## src/hw/rtl/rkvc_pkg.sv

```systemverilog
`timescale 1ns / 1ps
// ----------------------------------------------------------------------------
// rkvc_pkg
// Types and constants shared by the rotary knob volume controller.
// ----------------------------------------------------------------------------
package rkvc_pkg;

	localparam int CFG_IDX_W = 3;
	localparam int CFG_DATA_W = 16;
	localparam int CNT_W = 16;
	localparam int VOL_W = 7;
	localparam int OFS_W = 8;
	localparam int STEP_W = 4;

	localparam logic [VOL_W-1:0] VOL_CEIL = 7'd100;
	localparam logic [CNT_W-1:0] CNT_MAX = 16'hFFFF;

	localparam logic [VOL_W-1:0] INIT_VOL_RST = 7'd0;
	localparam logic [CNT_W-1:0] ENC_LOCK_RST = 16'd100;
	localparam logic [CNT_W-1:0] BTN_LOCK_RST = 16'd200;
	localparam logic [CNT_W-1:0] ADJ_TIMEOUT_RST = 16'd3000;
	localparam logic [STEP_W-1:0] VOL_STEP_RST = 4'd2;
	localparam logic [VOL_W-1:0] OFS_LIMIT_RST = 7'd50;
	localparam logic [VOL_W-1:0] MAX_VOL_RST = 7'd100;

	typedef enum logic [1:0] {
		MODE_MAIN = 2'd0,
		MODE_ADJUST = 2'd1,
		MODE_MENU = 2'd2
	} mode_t;

	typedef enum logic [CFG_IDX_W-1:0] {
		CFG_INITIAL_VOLUME = 3'd0,
		CFG_ENCODER_LOCKOUT = 3'd1,
		CFG_BUTTON_LOCKOUT = 3'd2,
		CFG_ADJUST_TIMEOUT = 3'd3,
		CFG_VOLUME_STEP = 3'd4,
		CFG_OFFSET_LIMIT = 3'd5,
		CFG_MAX_VOLUME = 3'd6
	} cfg_idx_t;

	function automatic logic [CNT_W-1:0] sat_inc(input logic [CNT_W-1:0] v);
		sat_inc = (v == CNT_MAX) ? CNT_MAX : v + 1'b1;
	endfunction

	function automatic logic [VOL_W-1:0] cap100(input logic [VOL_W-1:0] v);
		cap100 = (v > VOL_CEIL) ? VOL_CEIL : v;
	endfunction

endpackage

```

## src/hw/rtl/rotary_knob_volume_controller.sv

```systemverilog
`timescale 1ns / 1ps
// ----------------------------------------------------------------------------
// rotary_knob_volume_controller
// Encoder decode, debounced mode switch and volume/offset/menu update.
// ----------------------------------------------------------------------------
// Result: an accepted item's result is registered in the output register.
// Throughput: one item per cycle; the single output register is refilled in
// the cycle it is taken, so input stall only rises while a result is held.
// Reset: asynchronous, active low; settings take their reset values, master
// volume is zero and the mode is main.
module rotary_knob_volume_controller #(
	parameter int MENU_ENTRIES = 4
) (
	input  logic                                  clk,
	input  logic                                  arst_n,
	input  logic                                  in_valid,
	output logic                                  in_stall,
	input  logic                                  pin_a,
	input  logic                                  pin_b,
	input  logic                                  pin_sw,
	output logic                                  out_valid,
	input  logic                                  out_stall,
	output logic [rkvc_pkg::VOL_W-1:0]            first_volume,
	output logic [rkvc_pkg::VOL_W-1:0]            second_volume,
	output logic                                  send_both,
	output logic                                  send_second,
	output logic [1:0]                            ui_mode,
	output logic [1:0]                            menu_index,
	output logic signed [rkvc_pkg::OFS_W-1:0]     offset_value,
	output logic                                  menu_action,
	output logic                                  redraw,
	input  logic                                  cfg_wr_en,
	input  logic [rkvc_pkg::CFG_IDX_W-1:0]        cfg_index,
	input  logic [rkvc_pkg::CFG_DATA_W-1:0]       cfg_data
);
	import rkvc_pkg::*;

	localparam int MENU_W = (MENU_ENTRIES > 1) ? $clog2(MENU_ENTRIES) : 1;
	localparam logic [MENU_W-1:0] MENU_LAST = MENU_W'(MENU_ENTRIES - 1);

	// settings
	logic [CNT_W-1:0]  enc_lock_q, btn_lock_q, adj_timeout_q;
	logic [STEP_W-1:0] vol_step_q;
	logic [VOL_W-1:0]  ofs_limit_q, max_vol_q;

	// tick state
	logic              prev_a_q, b_at_fall_q, prev_sw_q;
	logic [CNT_W-1:0]  enc_wait_q, btn_wait_q, idle_q;
	mode_t             mode_q;
	logic [MENU_W-1:0] menu_pos_q;
	logic [VOL_W-1:0]  master_q;
	logic signed [OFS_W-1:0] offset_q;

	// next state
	logic              b_at_fall_n;
	logic [CNT_W-1:0]  enc_wait_n, btn_wait_n, idle_n;
	mode_t             mode_n;
	logic [MENU_W-1:0] menu_pos_n;
	logic [VOL_W-1:0]  master_n;
	logic signed [OFS_W-1:0] offset_n;
	logic              send_both_n, send_second_n, action_n, redraw_n;
	logic [VOL_W-1:0]  second_n;

	logic [VOL_W-1:0]  maxv, lim;
	logic              edge_ok, step_up, step_dn, press;
	logic [CNT_W-1:0]  ew, bw, it;
	mode_t             mode_t0;
	logic signed [OFS_W+1:0] ofs_sum, lim_s, sec_sum;
	logic signed [VOL_W+1:0] mst_sum, maxv_s;
	logic [MENU_W+1:0] menu_ext;

	// result register
	logic              out_valid_q;
	logic [VOL_W-1:0]  first_vol_q, second_vol_q;
	logic              send_both_q, send_second_q, action_q, redraw_q;
	mode_t             ui_mode_q;
	logic [MENU_W-1:0] menu_idx_q;
	logic signed [OFS_W-1:0] offset_out_q;

	logic in_acc;

	assign in_stall = out_valid_q && out_stall;
	assign in_acc   = in_valid && !in_stall;

	assign maxv   = cap100(max_vol_q);
	assign lim    = cap100(ofs_limit_q);
	assign maxv_s = $signed({2'b00, maxv});
	assign lim_s  = $signed({3'b000, lim});

	always_comb begin
		ew = sat_inc(enc_wait_q);
		bw = sat_inc(btn_wait_q);
		it = sat_inc(idle_q);

		edge_ok     = (pin_a != prev_a_q) && (ew >= enc_lock_q);
		b_at_fall_n = (edge_ok && !pin_a) ? pin_b : b_at_fall_q;
		step_dn     = edge_ok && pin_a && b_at_fall_q && !pin_b;
		step_up     = edge_ok && pin_a && !b_at_fall_q && pin_b;
		enc_wait_n  = (step_up || step_dn) ? '0 : ew;

		idle_n        = it;
		mode_t0       = mode_q;
		redraw_n      = 1'b0;
		send_both_n   = 1'b0;
		send_second_n = 1'b0;
		action_n      = 1'b0;
		menu_pos_n    = menu_pos_q;
		master_n      = master_q;
		offset_n      = offset_q;

		if (mode_q == MODE_ADJUST && it > adj_timeout_q) begin
			mode_t0  = MODE_MAIN;
			redraw_n = 1'b1;
		end

		ofs_sum = step_up ? $signed({{2{offset_q[OFS_W-1]}}, offset_q})
				+ $signed({6'b0, vol_step_q})
			: $signed({{2{offset_q[OFS_W-1]}}, offset_q}) - $signed({6'b0, vol_step_q});
		mst_sum = step_up ? $signed({2'b00, master_q}) + $signed({5'b0, vol_step_q})
			: $signed({2'b00, master_q}) - $signed({5'b0, vol_step_q});

		if (step_up || step_dn) begin
			redraw_n = 1'b1;
			unique case (mode_t0)
				MODE_MENU: begin
					if (step_up && menu_pos_q != MENU_LAST)
						menu_pos_n = menu_pos_q + 1'b1;
					else if (step_dn && menu_pos_q != '0)
						menu_pos_n = menu_pos_q - 1'b1;
				end
				MODE_ADJUST: begin
					if (ofs_sum < -lim_s)
						offset_n = OFS_W'(-lim_s);
					else if (ofs_sum > lim_s)
						offset_n = OFS_W'(lim_s);
					else
						offset_n = OFS_W'(ofs_sum);
					idle_n        = '0;
					send_second_n = 1'b1;
				end
				default: begin
					if (mst_sum < 0)
						master_n = '0;
					else if (mst_sum > maxv_s)
						master_n = maxv;
					else
						master_n = VOL_W'(mst_sum);
					if (master_n == '0)
						offset_n = '0;
					send_both_n = 1'b1;
				end
			endcase
		end

		press      = !pin_sw && prev_sw_q && (bw > btn_lock_q);
		btn_wait_n = press ? '0 : bw;
		mode_n     = mode_t0;
		if (press) begin
			redraw_n = 1'b1;
			unique case (mode_t0)
				MODE_MENU: begin
					action_n = (menu_pos_n != MENU_LAST);
					mode_n   = MODE_MAIN;
				end
				MODE_ADJUST: begin
					mode_n     = MODE_MENU;
					menu_pos_n = '0;
				end
				default: begin
					mode_n = MODE_ADJUST;
					idle_n = '0;
				end
			endcase
		end
	end

	// second speaker volume from the updated state
	always_comb begin
		sec_sum = $signed({3'b000, master_n}) + $signed({{2{offset_n[OFS_W-1]}}, offset_n});
		if (master_n == '0 && !send_second_n)
			second_n = '0;
		else if (sec_sum < 0)
			second_n = '0;
		else if (sec_sum > $signed({3'b000, maxv}))
			second_n = maxv;
		else
			second_n = VOL_W'(sec_sum);
	end

	always_ff @(posedge clk or negedge arst_n) begin
		if (!arst_n) begin
			enc_lock_q    <= ENC_LOCK_RST;
			btn_lock_q    <= BTN_LOCK_RST;
			adj_timeout_q <= ADJ_TIMEOUT_RST;
			vol_step_q    <= VOL_STEP_RST;
			ofs_limit_q   <= OFS_LIMIT_RST;
			max_vol_q     <= MAX_VOL_RST;
			prev_a_q      <= 1'b1;
			b_at_fall_q   <= 1'b0;
			enc_wait_q    <= ENC_LOCK_RST;
			prev_sw_q     <= 1'b1;
			btn_wait_q    <= BTN_LOCK_RST;
			idle_q        <= '0;
			mode_q        <= MODE_MAIN;
			menu_pos_q    <= '0;
			master_q      <= INIT_VOL_RST;
			offset_q      <= '0;
		end else if (cfg_wr_en) begin
			unique case (cfg_idx_t'(cfg_index))
				CFG_INITIAL_VOLUME: begin
					master_q <= (cfg_data[VOL_W-1:0] > maxv) ? maxv : cfg_data[VOL_W-1:0];
				end
				CFG_ENCODER_LOCKOUT: enc_lock_q <= cfg_data;
				CFG_BUTTON_LOCKOUT:  btn_lock_q <= cfg_data;
				CFG_ADJUST_TIMEOUT:  adj_timeout_q <= cfg_data;
				CFG_VOLUME_STEP:     vol_step_q <= cfg_data[STEP_W-1:0];
				CFG_OFFSET_LIMIT:    ofs_limit_q <= cfg_data[VOL_W-1:0];
				CFG_MAX_VOLUME:      max_vol_q <= cfg_data[VOL_W-1:0];
				default: ;
			endcase
		end else if (in_acc) begin
			prev_a_q    <= pin_a;
			b_at_fall_q <= b_at_fall_n;
			enc_wait_q  <= enc_wait_n;
			prev_sw_q   <= pin_sw;
			btn_wait_q  <= btn_wait_n;
			idle_q      <= idle_n;
			mode_q      <= mode_n;
			menu_pos_q  <= menu_pos_n;
			master_q    <= master_n;
			offset_q    <= offset_n;
		end
	end

	always_ff @(posedge clk or negedge arst_n) begin
		if (!arst_n) begin
			out_valid_q <= 1'b0;
		end else if (in_acc) begin
			out_valid_q <= 1'b1;
		end else if (!out_stall) begin
			out_valid_q <= 1'b0;
		end
	end

	always_ff @(posedge clk) begin
		if (in_acc) begin
			first_vol_q   <= master_n;
			second_vol_q  <= second_n;
			send_both_q   <= send_both_n;
			send_second_q <= send_second_n;
			ui_mode_q     <= mode_n;
			menu_idx_q    <= menu_pos_n;
			offset_out_q  <= offset_n;
			action_q      <= action_n;
			redraw_q      <= redraw_n;
		end
	end

	assign menu_ext      = {2'b00, menu_idx_q};
	assign out_valid     = out_valid_q;
	assign first_volume  = first_vol_q;
	assign second_volume = second_vol_q;
	assign send_both     = send_both_q;
	assign send_second   = send_second_q;
	assign ui_mode       = ui_mode_q;
	assign menu_index    = menu_ext[1:0];
	assign offset_value  = offset_out_q;
	assign menu_action   = action_q;
	assign redraw        = redraw_q;

	a_strobes_excl: assert property (@(posedge clk) disable iff (!arst_n)
		out_valid |-> !(send_both && send_second))
		else $error("both send strobes in one item");

	a_first_bound: assert property (@(posedge clk) disable iff (!arst_n)
		out_valid |-> first_volume <= VOL_CEIL)
		else $error("master volume above ceiling");

	a_action_main: assert property (@(posedge clk) disable iff (!arst_n)
		out_valid && menu_action |-> ui_mode == MODE_MAIN)
		else $error("menu action outside return to main");

	a_strobe_redraw: assert property (@(posedge clk) disable iff (!arst_n)
		out_valid && (send_both || send_second || menu_action) |-> redraw)
		else $error("strobe without redraw");

	a_no_overwrite: assert property (@(posedge clk) disable iff (!arst_n)
		out_valid && out_stall |=> out_valid && $stable(first_volume)
			&& $stable(offset_value))
		else $error("held result overwritten");

endmodule

```

## config.mk

```make
export PLATFORM = sky130hd
export DESIGN_NAME = rotary_knob_volume_controller
export DESIGN_NICKNAME = d
export VERILOG_FILES = /design/src/hw/rtl/rkvc_pkg.sv /design/src/hw/rtl/rotary_knob_volume_controller.sv
export SDC_FILE = /design/constraint.sdc
export NUM_CORES = 1
export LEC_CHECK = 0
export ABC_AREA = 1
export BUFFER_PORTS_ARGS = -buffer_cell sky130_fd_sc_hd__buf_2
export CAP_MARGIN = 20
export CELL_PAD_IN_SITES_DETAIL_PLACEMENT = 1
export CELL_PAD_IN_SITES_GLOBAL_PLACEMENT = 2
export CORE_ASPECT_RATIO = 2
export CORE_MARGIN = 2
export CORE_UTILIZATION = 33
export CTS_CLUSTER_SIZE = 24
export DETAILED_ROUTE_END_ITERATION = 7
export GPL_TIMING_DRIVEN = 0
export PLACE_DENSITY = 0.86
export SLEW_MARGIN = 20
export SYNTH_ARGS = -nofsm -noshare
export SYNTH_HDL_FRONTEND = slang
export SYNTH_SLANG_ARGS = --single-unit
```

## constraint.sdc

```tcl
create_clock -name clk -period 9.4 [get_ports clk]
set_clock_uncertainty 0.15 [all_clocks]
set_input_delay 0.47 -clock clk [delete_from_list [all_inputs] [get_ports clk]]
set_output_delay 0.47 -clock clk [all_outputs]
set_load 0.02 [all_outputs]
```

# Word-level counts from Yosys, hierarchy flattened
# Index checks and enable logic that the tools add are counted.
# word_totals
ram_bits	0
reg_bits	167
rom_bits	0
wordCells	151
output_inout_bits	32
n_memories	0
latch_bits	0
# classes
eq_ne	17
reduce_logical	40
bitwise	1
add_sub_neg	11
n_mux	44
n_lt_le_gt_ge	12
n_div	0
n_shift	0
n_mul	0
# op_table
op	count
$mux W16	9
$mux W7	13
$add A16 B1 Y16 const B	3
$eq A16 B16 Y1 const B	3
$gt A16 B16 Y1	2
$mux W8	4
$gt A9 B8 Y1	2
$lt A9 B1 Y1 const B	2
$reduce_and A2 Y1	9
$ge A16 B16 Y1	1
$mux W2	8
$pmux W8 S2	1
$logic_and A1 B1 Y1	15
$gt A7 B7 Y1 const B	2
$logic_not A7 Y1	2
$gt A10 B8 Y1	1
$lt A10 B10 Y1	1
$mux W10	1
$neg A7 Y10	1
$add A8 B5 Y9	1
$add A8 B8 Y9	1
$eq A3 B3 Y1 const B	3
$mux W9	1
$sub A8 B5 Y9	1
21 further kinds	38

# Longest topological paths before layout
# Gate-level depths: netlist (run 1).
# logic_depth
depth_word	20
depth_mapped	69
ltp_nobuf	68

# Least setup slack after synthesis (run 1)
# Ideal clock, no wire load.
# synth_path
path_type	flip-flop to flip-flop
startpoint	register enc_wait_q[2]
endpoint	register second_vol_q[2] (netlist: second_volume[2]) (data pin)
path_buffers	1
stages_incl_launch_ff	64
arrival_time_ns	8.384
setup_ns	0.254
path_slack_ns	0.613
cell_sequence	dfstp_2 -> inv_1 -> nor3_1 -> nand3_1 -> nor2_1 -> inv_1 -> nor3_1 -> inv_1 -> nor3_1 -> nand2_1 -> o31ai_1 -> inv_1 -> ha_1 -> a21oi_1 -> o21ai_0 -> a21oi_2 -> nand2_4 -> nand3_4 -> (+28 left out) -> inv_1 -> fa_1 -> o21ai_0 -> a21oi_1 -> o21bai_1 -> xor2_1 -> inv_1 -> ha_1 -> nand4_1 -> nor3_1 -> nor2_1 -> o211ai_1 -> nand2_1 -> nand3_4 -> buf_6 -> nand2_1 -> nand2_1 -> nor2_1
# synth_between
elab_chain_len	20
word_cells_on_any_way	38
# synth_rtl
element	line	text
from (decl)	rotary_knob_volume_controller.sv:48	logic [CNT_W-1:0] enc_wait_q, btn_wait_q, idle_q;
from (signal assigned)	rotary_knob_volume_controller.sv:224	enc_wait_q <= enc_wait_n;
$add A16 B1 Y16 / $eq A16 B16 Y1 (equally long branches)	rkvc_pkg.sv:43	sat_inc = (v == CNT_MAX) ? CNT_MAX : v + 1'b1;
$mux W16 *	rkvc_pkg.sv:43	
$ge A16 B16 Y1 *	rotary_knob_volume_controller.sv:95	edge_ok = (pin_a != prev_a_q) && (ew >= enc_lock_q);
$logic_and A1 B1 Y1 *	rotary_knob_volume_controller.sv:95	
$logic_and A1 B1 Y1 *	rotary_knob_volume_controller.sv:97, rotary_knob_volume_controller.sv:98	
$logic_and A1 B1 Y1 (2 in a row)	rotary_knob_volume_controller.sv:98	step_up = edge_ok && pin_a && !b_at_fall_q && pin_b;
$mux W9	rotary_knob_volume_controller.sv:119	mst_sum = step_up ? $signed({2'b00, master_q}) + $signed({5'b0, vol_step_q})
$gt A9 B8 Y1	rotary_knob_volume_controller.sv:144	else if (mst_sum > maxv_s)
(+4 left out)	--	
$logic_not A7 Y1	rotary_knob_volume_controller.sv:148	if (master_n == '0)
$mux W8	rotary_knob_volume_controller.sv:148	
$pmux W8 S2	rotary_knob_volume_controller.sv:124	unique case (mode_t0)
$mux W8 *	rotary_knob_volume_controller.sv:122	if (step_up || step_dn) begin
via offset_n[0]	rotary_knob_volume_controller.sv:60	logic signed [OFS_W-1:0] offset_n;
$add A8 B8 Y9 *	rotary_knob_volume_controller.sv:179	sec_sum = $signed({3'b000, master_n}) + $signed({{2{offset_n[OFS_W-1]}}, offset_n});
$gt A9 B8 Y1 / $lt A9 B1 Y1 (equally long branches)	rotary_knob_volume_controller.sv:184, rotary_knob_volume_controller.sv:182	
$mux W7 / $reduce_or A2 Y1 (equally long branches)	--	
to (signal assigned)	rotary_knob_volume_controller.sv:248	second_vol_q <= second_n;
to (decl)	rotary_knob_volume_controller.sv:74	logic [VOL_W-1:0] first_vol_q, second_vol_q;
# The timed path passes the listed nets; every way through them passes the cells marked *. The select of a mux whose other input is x is not followed.
# A chain may end at the register's enable or synchronous reset.

# Final worst setup path (run 1)
# Ends and elaborated chain as after synthesis.

==> results.py, run 1 <==
metrics = {
    "clock_tree": {
        "clock_latency_ns": 0.46,
        "cts-htree-levels": 4,
        "clockBufferDepth": 2,
        "cts_tree": "done",
        "cts_buffers": 17,
        "cts.sinks": 167,
        "cts.clk_slew.worst_paths_ns": 0.07,
        "clock-root-buffer": "clkbuf_16",
    },
    "routing": {
        "wl_um": 41900,
        "drc": 0,
        "num_vias": 11200,
        "antenna_left": 0,
        "drt_iter0_drc": 406,
        "via_per_inst": 5.11,
        "dr.pass1.iters": 4,
        "routedWlPerCell_um": 19.1,
    },
    "timing": {
        "min_period_ns": 9.24,
        "maxSlewViolCount": 0,
        "max_freq_ghz": 0.108,
        "fin_setup_tns_ns": 0,
        "finalHoldViolCount": 0,
        "setup_viol": 0,
        "worstMarginPinSlew_ns": 0.972,
        "period_share": 0.983,
        "rsz0062_at_grt": "yes",
        "setup_slack_ns": 0.161,
        "relSlewSlack": 0.350,
    },
    "layout": {
        "fin_area_mm2": 0.0146,
        "layout-drive-gt1-share": 0.205,
        "fillerInstances": 4422,
        "syn_to_final_growth_pct": 21.9,
        "nets": 1876,
        "finalCoreUtilization": 0.408,
        "n_antenna_cell": 0,
    },
    "placed_design": {
        "placed_area_mm2": 0.0129,
        "globalplace.congestion": 0.892,
        "post-place-ws_ns": -2.03,
        "hpwl_um": 32500,
        "io_buffer_count": 57,
    },
    "synth": {
        "synth_top_area_share": 0.228,
        "postSynthCellCount": 1593,
        "synth_area_leaders": "dfrtp_1 (23%), ha_1 (12%), nand2_1 (11%)",
        "synth.most_common_cell": "nand2_1",
        "syn_area_mm2": 0.0120,
        "synth_edf_count": 30,
        "synth-seq-area-share": 0.364,
        "synth_top_cell_by_area": "dfrtp_1",
        "synth_flop_cell": "dfrtp_1",
        "synth.avg_cell_area_um2": 7.53,
        "async_reset_ff_frac": 0.820,
        "synth_cell_types": 56,
        "ys_warn_count": 0,
        "ys_ff_latch": 167,
        "syn-num-nets": 1738,
        "synth_common_cells": "nand2_1 (349), inv_1 (289), o21ai_0 (132)",
    },
    "die": {
        "die_w_um": 139,
        "io_pins": 59,
        "core_area_mm2": 0.0358,
        "dieArea_mm2": 0.0380,
        "start_util": 0.335,
        "rows": 98,
        "die_h_um": 274,
    },
    "power_and_ir_drop": {
        "ir_drop_uv": 354,
        "cellPowerDensity_mw_per_mm2": 369,
        "p_leak_nw": 7.35,
    },
    "global_route": {
        "grt_pass1_wl_um": 65900,
        "grtUsageTotal": 0.223,
        "grt_max_degree": 85,
        "grt_pass1_vias": 12300,
        "antenna_found_initial": 0,
        "gr-total-overflow": 0,
    },
    "run": {
        "maxCapViolCount": 0,
    },
    "setup_path": {
        "cp.required_ns": 9.46,
        "critPathLaunchType": "flip-flop",
        "cp_slowest_stage_delay_ns": 0.56,
        "cp_common_cell": "nand2_2",
        "cp_slowest_cell": "dfstp_2",
        "endpoint_kind": "flip-flop",
        "crit_type": "reg2reg",
        "crit_arrival_ns": 9.30,
        "crit_fanout": 6,
    },
    "worst_hold_path": {
        "min_path_type": "in2reg",
    },
    "outcome": {
        "status": "complete, no violations",
    },
}
## layer usage
| metal | vias to the layer above | part of all wire | GRT usage | wire length [µm] |
|---|---|---|---|---|
| li1 | 5426 | - | - | - |
| met1 | 5516 | 0.35 | 0.214 | 14500 |
| met2 | 185 | 0.57 | 0.452 | 24100 |
| met3 | 91 | 0.023 | 0.0266 | 974 |
| met4 | 0 | 0.055 | 0.121 | 2320 |
| met5 | - | 0 | 0 | 0 |
## per-stage QoR
step | instances | hold slack (ns) | power (mW)
2_1_floorplan | 1593 | 0.0244 | 3.11
3_3_place_gp | 2100 | 0.316 | 3.80
3_5_place_dp | 2102 | 0.279 | 3.92
4_1_cts | 2173 | 0.0706 | 5.08
5_1_grt | 2194 | 0.103 | 5.88
6_report | 2194 | 0.0893 | 5.39
## flip-flops by register name (all words and copies together) (netlist names), 8 cells and up
| signal | flops |
|---|---|
| adj_timeout_q | 16 |
| btn_lock_q | 16 |
| btn_wait_q | 16 |
| enc_lock_q | 16 |
| enc_wait_q | 16 |
| idle_q | 16 |
| offset_q | 8 |
| offset_value | 8 |
## critical path, delay by kind of cell (launching register included)
kind                     cells  cell delay [ns]
AND/OR/NAND/NOR             28             3.12
buffers and inverters       12             1.05
XOR/XNOR                     3             0.68
flip-flops                   1             0.56
AO/OA/AOI/OAI               12             1.91
adder cells (fa/ha/maj)      6             1.50
## worst paths after layout
check,from,endpoint,slack (ns),depth (start not counted)
min in group asynchronous,arst_n,max_vol_q[0],0.38,2
min reg2reg,enc_lock_q[12],enc_lock_q[12],0.34,2
max,enc_wait_q[2],second_volume[2],0.16,61
max reg2reg,enc_wait_q[2],second_volume[2],0.16,61
min,out_stall,out_valid,0.09,3
max in group asynchronous,arst_n,btn_wait_q[7],7.88,3
## layout make-up
class | count | area (µm²) | area share
buffer | 32 | 171 | 0.0117
clock buffer | 19 | 464 | 0.0318
clock inverter | 13 | 121 | 0.00831
inverter | 301 | 1140 | 0.0783
multi-input combinational | 1093 | 6960 | 0.476
sequential | 167 | 4360 | 0.299
tap | 450 | 563 | 0.0385
timing repair buffer | 119 | 825 | 0.0564
## where the power goes
part	total [mW]	internal [mW]	switching, mW
Clock	0.716	0.390	0.327
Combinational	3.54	1.41	2.13
Sequential	1.13	0.981	0.149
## repair_timing
item / in CTS / in global routing
cloned: 1 / 1
hold buffers: 1 / 0
endpoints found under the setup margin: 7 / 7
buffers inserted: 37 / 20
pin swaps: 52 / 62
endpoints found under the hold margin: 44 / 0
gates resized for setup: 84 / 72
## cell families after synthesis
logic type / Yosys count / synth area share
AOI/OAI and AO/OA: 279 / 0.130
DFF: 167 / 0.364
xor gates and xnor gates: 48 / 0.0351
buffers and inverters: 333 / 0.107
and+or+nand+nor: 648 / 0.238
adders and majority gates: 118 / 0.126
## cell usage in the layout, fill, tap and decap left out, types with 13 or more instances in the layout
master	synthesis	final
buf_4	2	57
o22ai_1	31	31
a21oi_2	2	14
ha_1	114	99
a21oi_1	58	44
inv_2	9	24
nand2_1	349	326
nand4_1	26	26
nor2_1	122	115
buf_2	2	57
dfrtp_1	109	109
dfstp_2	28	28
nand3_2	4	13
clkbuf_1	23	23
o21ai_0	132	125
edfxtp_1	30	30
nor3_1	30	22
ha_4	0	15
nand2_2	18	38
nand3_1	67	58
xor2_1	42	38
clkbuf_16	0	19
inv_1	289	271
Note: power is estimated with default switching activity, not from simulation.
==> inputs of run 2 (changes only) <==
--- a/config.mk
+++ b/config.mk
@@ -5,18 +5,17 @@
 export SDC_FILE = /design/constraint.sdc
 export NUM_CORES = 1
 export LEC_CHECK = 0
-export ABC_AREA = 1
 export BUFFER_PORTS_ARGS = -buffer_cell sky130_fd_sc_hd__buf_2
 export CAP_MARGIN = 20
 export CELL_PAD_IN_SITES_DETAIL_PLACEMENT = 1
 export CELL_PAD_IN_SITES_GLOBAL_PLACEMENT = 2
 export CORE_ASPECT_RATIO = 2
 export CORE_MARGIN = 2
-export CORE_UTILIZATION = 33
+export CORE_UTILIZATION = 36
 export CTS_CLUSTER_SIZE = 24
 export DETAILED_ROUTE_END_ITERATION = 7
 export GPL_TIMING_DRIVEN = 0
-export PLACE_DENSITY = 0.86
+export PLACE_DENSITY = 0.88
 export SLEW_MARGIN = 20
 export SYNTH_ARGS = -nofsm -noshare
 export SYNTH_HDL_FRONTEND = slang
==> run 2 against run 1 <==
The flow now finishes with violations (negative setup slack). Non-clock buffer count unchanged. Register-to-register slack got worse by 0.73 ns. Flip-flop and latch count unchanged. Design area decreased by 1.8%. Clock power decreased by 2%. Wire length increased by 2.4%. Count of clock-buffer cells in the layout increased by 1. Synthesized cell count decreased by 16%. First-iteration DRC count increased by 37%. Synthesized area decreased by 0.14%. Sequential share of layout area increased by 0.55 points. Worst setup slack got worse by 0.73 ns. Critical path type unchanged. Largest cell class unchanged.
==> results.py, run 2 <==
metrics = {
    "global_route": {
        "grt_max_degree": 83,
        "antenna_found_initial": 0,
        "grt_pass1_vias": 11800,
        "grt_pass1_wl_um": 66000,
        "grtUsageTotal": 0.250,
        "gr-total-overflow": 0,
    },
    "synth": {
        "syn-num-nets": 1488,
        "synth_top_area_share": 0.228,
        "synth_area_leaders": "dfrtp_1 (23%), ha_1 (12%), edfxtp_1 (7.5%)",
        "async_reset_ff_frac": 0.820,
        "synth_edf_count": 30,
        "synth.most_common_cell": "nand2_1",
        "synth_flop_cell": "dfrtp_1",
        "ys_warn_count": 0,
        "synth_cell_types": 87,
        "synth-seq-area-share": 0.365,
        "postSynthCellCount": 1343,
        "synth_top_cell_by_area": "dfrtp_1",
        "syn_area_mm2": 0.0120,
        "synth_common_cells": "nand2_1 (196), ha_1 (114), inv_1 (113)",
        "ys_ff_latch": 167,
        "synth.avg_cell_area_um2": 8.91,
    },
    "routing": {
        "antenna_left": 0,
        "drc": 0,
        "via_per_inst": 5.68,
        "wl_um": 42900,
        "drt_iter0_drc": 556,
        "num_vias": 10900,
        "dr.pass1.iters": 4,
        "routedWlPerCell_um": 22.5,
    },
    "outcome": {
        "status": "finished, violations left",
        "violations": "negative setup slack",
    },
    "timing": {
        "max_freq_ghz": 0.100,
        "relSlewSlack": 0.336,
        "maxSlewViolCount": 0,
        "setup_slack_ns": -0.572,
        "min_period_ns": 9.97,
        "rsz0062_at_grt": "yes",
        "setup_viol": 7,
        "finalHoldViolCount": 0,
        "worstMarginPinSlew_ns": 0.994,
        "period_share": 1.06,
    },
    "die": {
        "io_pins": 59,
        "start_util": 0.365,
        "core_area_mm2": 0.0328,
        "die_h_um": 262,
        "rows": 94,
        "die_w_um": 133,
        "dieArea_mm2": 0.0348,
    },
    "placed_design": {
        "io_buffer_count": 55,
        "hpwl_um": 32300,
        "post-place-ws_ns": -1.96,
        "globalplace.congestion": 0.937,
        "placedCellCount": 1831,
        "placed_area_mm2": 0.0129,
    },
    "setup_path": {
        "crit_arrival_ns": 10.04,
        "endpoint_kind": "flip-flop",
        "cp_common_cell": "buf_4",
        "critPathLaunchType": "flip-flop",
        "crit_buf_inv": 9,
        "crit_fanout": 10,
        "crit_type": "reg2reg",
        "cp_slowest_stage_delay_ns": 0.45,
        "cp_slowest_cell": "a211oi_2",
        "critical_path.top_delay_family": "compound AO/OA/AOI/OAI gates",
        "cp.required_ns": 9.46,
    },
    "layout": {
        "nets": 1609,
        "n_antenna_cell": 0,
        "finalCoreUtilization": 0.437,
        "syn_to_final_growth_pct": 19.9,
        "finalNonFillerCells": 1909,
        "layout_common_cells": "nand2_1 (188), inv_1 (110), dfrtp_1 (109), ha_1 (100), o21ai_0 (95)",
        "layout-drive-gt1-share": 0.217,
        "final_common_cell": "nand2_1",
        "multi_input_area_mm2": 0.00755,
        "fin_area_mm2": 0.0144,
        "seq_area_mm2": 0.00436,
        "fillerInstances": 3801,
    },
    "clock_tree": {
        "cts.clk_slew.worst_paths_ns": 0.07,
        "cts_tree": "done",
        "clockBufferDepth": 2,
        "clock-root-buffer": "clkbuf_16",
        "cts.sinks": 167,
        "clock_latency_ns": 0.47,
        "cts-htree-levels": 4,
        "cts_buffers": 17,
    },
    "power_and_ir_drop": {
        "p_leak_nw": 6.55,
        "power_frac_clock": 0.212,
        "cellPowerDensity_mw_per_mm2": 231,
        "comb_power_share": 0.492,
        "ir_drop_uv": 150,
        "seqPwrFrac": 0.296,
        "p_sw_mw": 1.39,
        "swShare": 0.419,
        "intPower_mw": 1.92,
    },
    "worst_hold_path": {
        "min_path_type": "in2reg",
    },
    "run": {
        "maxCapViolCount": 0,
    },
}
## run 2: cell types whose count changed after synthesis, moves of 18 or more
cell	previous run	this run
inv_1	289	113
nand2_1	349	196
nor2_1	122	66
mux2_2	0	40
o21ai_0	132	100
o22ai_1	31	2
xnor2_1	6	34
xor2_1	42	15
o21a_1	2	25
and3_1	1	23
a21o_1	4	23
nand2_2	18	0
nor2b_1	0	18
## run 2: metrics by stage
stage          total power [mW]  hold WS (ns)  setup TNS, ns
2_1_floorplan              1.95        0.0244              0
3_3_place_gp               2.34         0.306         -12.02
3_5_place_dp               2.40         0.299         -13.23
4_1_cts                    3.25        0.0399          -3.42
5_1_grt                    3.52        0.0639          -6.14
6_report                   3.31        0.0471          -3.55
## run 2: logic make-up after synthesis
logic type	after synthesis	share of synthesized area
AND/OR/NAND/NOR	468	0.186
AO/OA/AOI/OAI	319	0.181
flip-flops	167	0.365
buffers and inverters	164	0.0538
adder cells (fa/ha/maj)	119	0.127
multiplexers	56	0.0510
XOR/XNOR	50	0.0372
## run 2: path summary, 6_finish.rpt
path | to | slack, ns | cells past startpoint | startpoint
setup / recovery | second_volume[2] | -0.57 | 47 | enc_wait_q[0]
hold / removal | out_valid | 0.05 | 2 | in_valid
setup reg to reg | second_volume[2] | -0.57 | 47 | enc_wait_q[0]
hold reg to reg | prev_a_q | 0.33 | 2 | prev_a_q
max in group asynchronous | max_vol_q[5] | 7.86 | 3 | arst_n
min in group asynchronous | enc_wait_q[4] | 0.37 | 2 | arst_n
## run 2: layout make-up
type / count / area share
repair buffers: 103 / 0.0473
clock buffers: 20 / 0.0320
multi-input cells: 1012 / 0.526
clock inverters: 12 / 0.00715
inverters: 115 / 0.0301
flip-flops and latches: 167 / 0.304
plain buffers: 48 / 0.0157
well taps: 432 / 0.0377
## run 2: metal layers
layer	global-route usage	vias to the layer above	share of wire
met5	0	-	0
met1	0.240	5467	0.35
met4	0.196	0	0.083
li1	-	4993	-
met2	0.482	258	0.55
met3	0.0274	133	0.025
## run 2: power by group through the flow
stage                     clock [mW]  sequential (mW)  combinational [mW]
after floorplan                    0            0.986               0.966
after global placement             0            0.987                1.35
after detailed placement           0            0.994                1.41
after CTS                      0.714            0.980                1.55
after global routing           0.740            0.997                1.78
final                          0.701            0.981                1.63
## run 2: worst reg2reg max path, delay by kind of cell, from the launching register on
family,cells,cell delay [ns]
xor+xnor,3,0.71
simple gates,12,1.81
mux,1,0.22
compound gates,16,3.50
buf+inv,9,1.37
flops,1,0.40
fa+ha+maj,6,1.59
## run 2: repair_timing
item,in CTS,in global routing
endpoints found under the setup margin,7,7
hold buffers,1,0
gates resized for setup,70,46
pin swaps,29,50
endpoints found under the hold margin,44,0
gates cloned,1,0
setup buffers,25,20
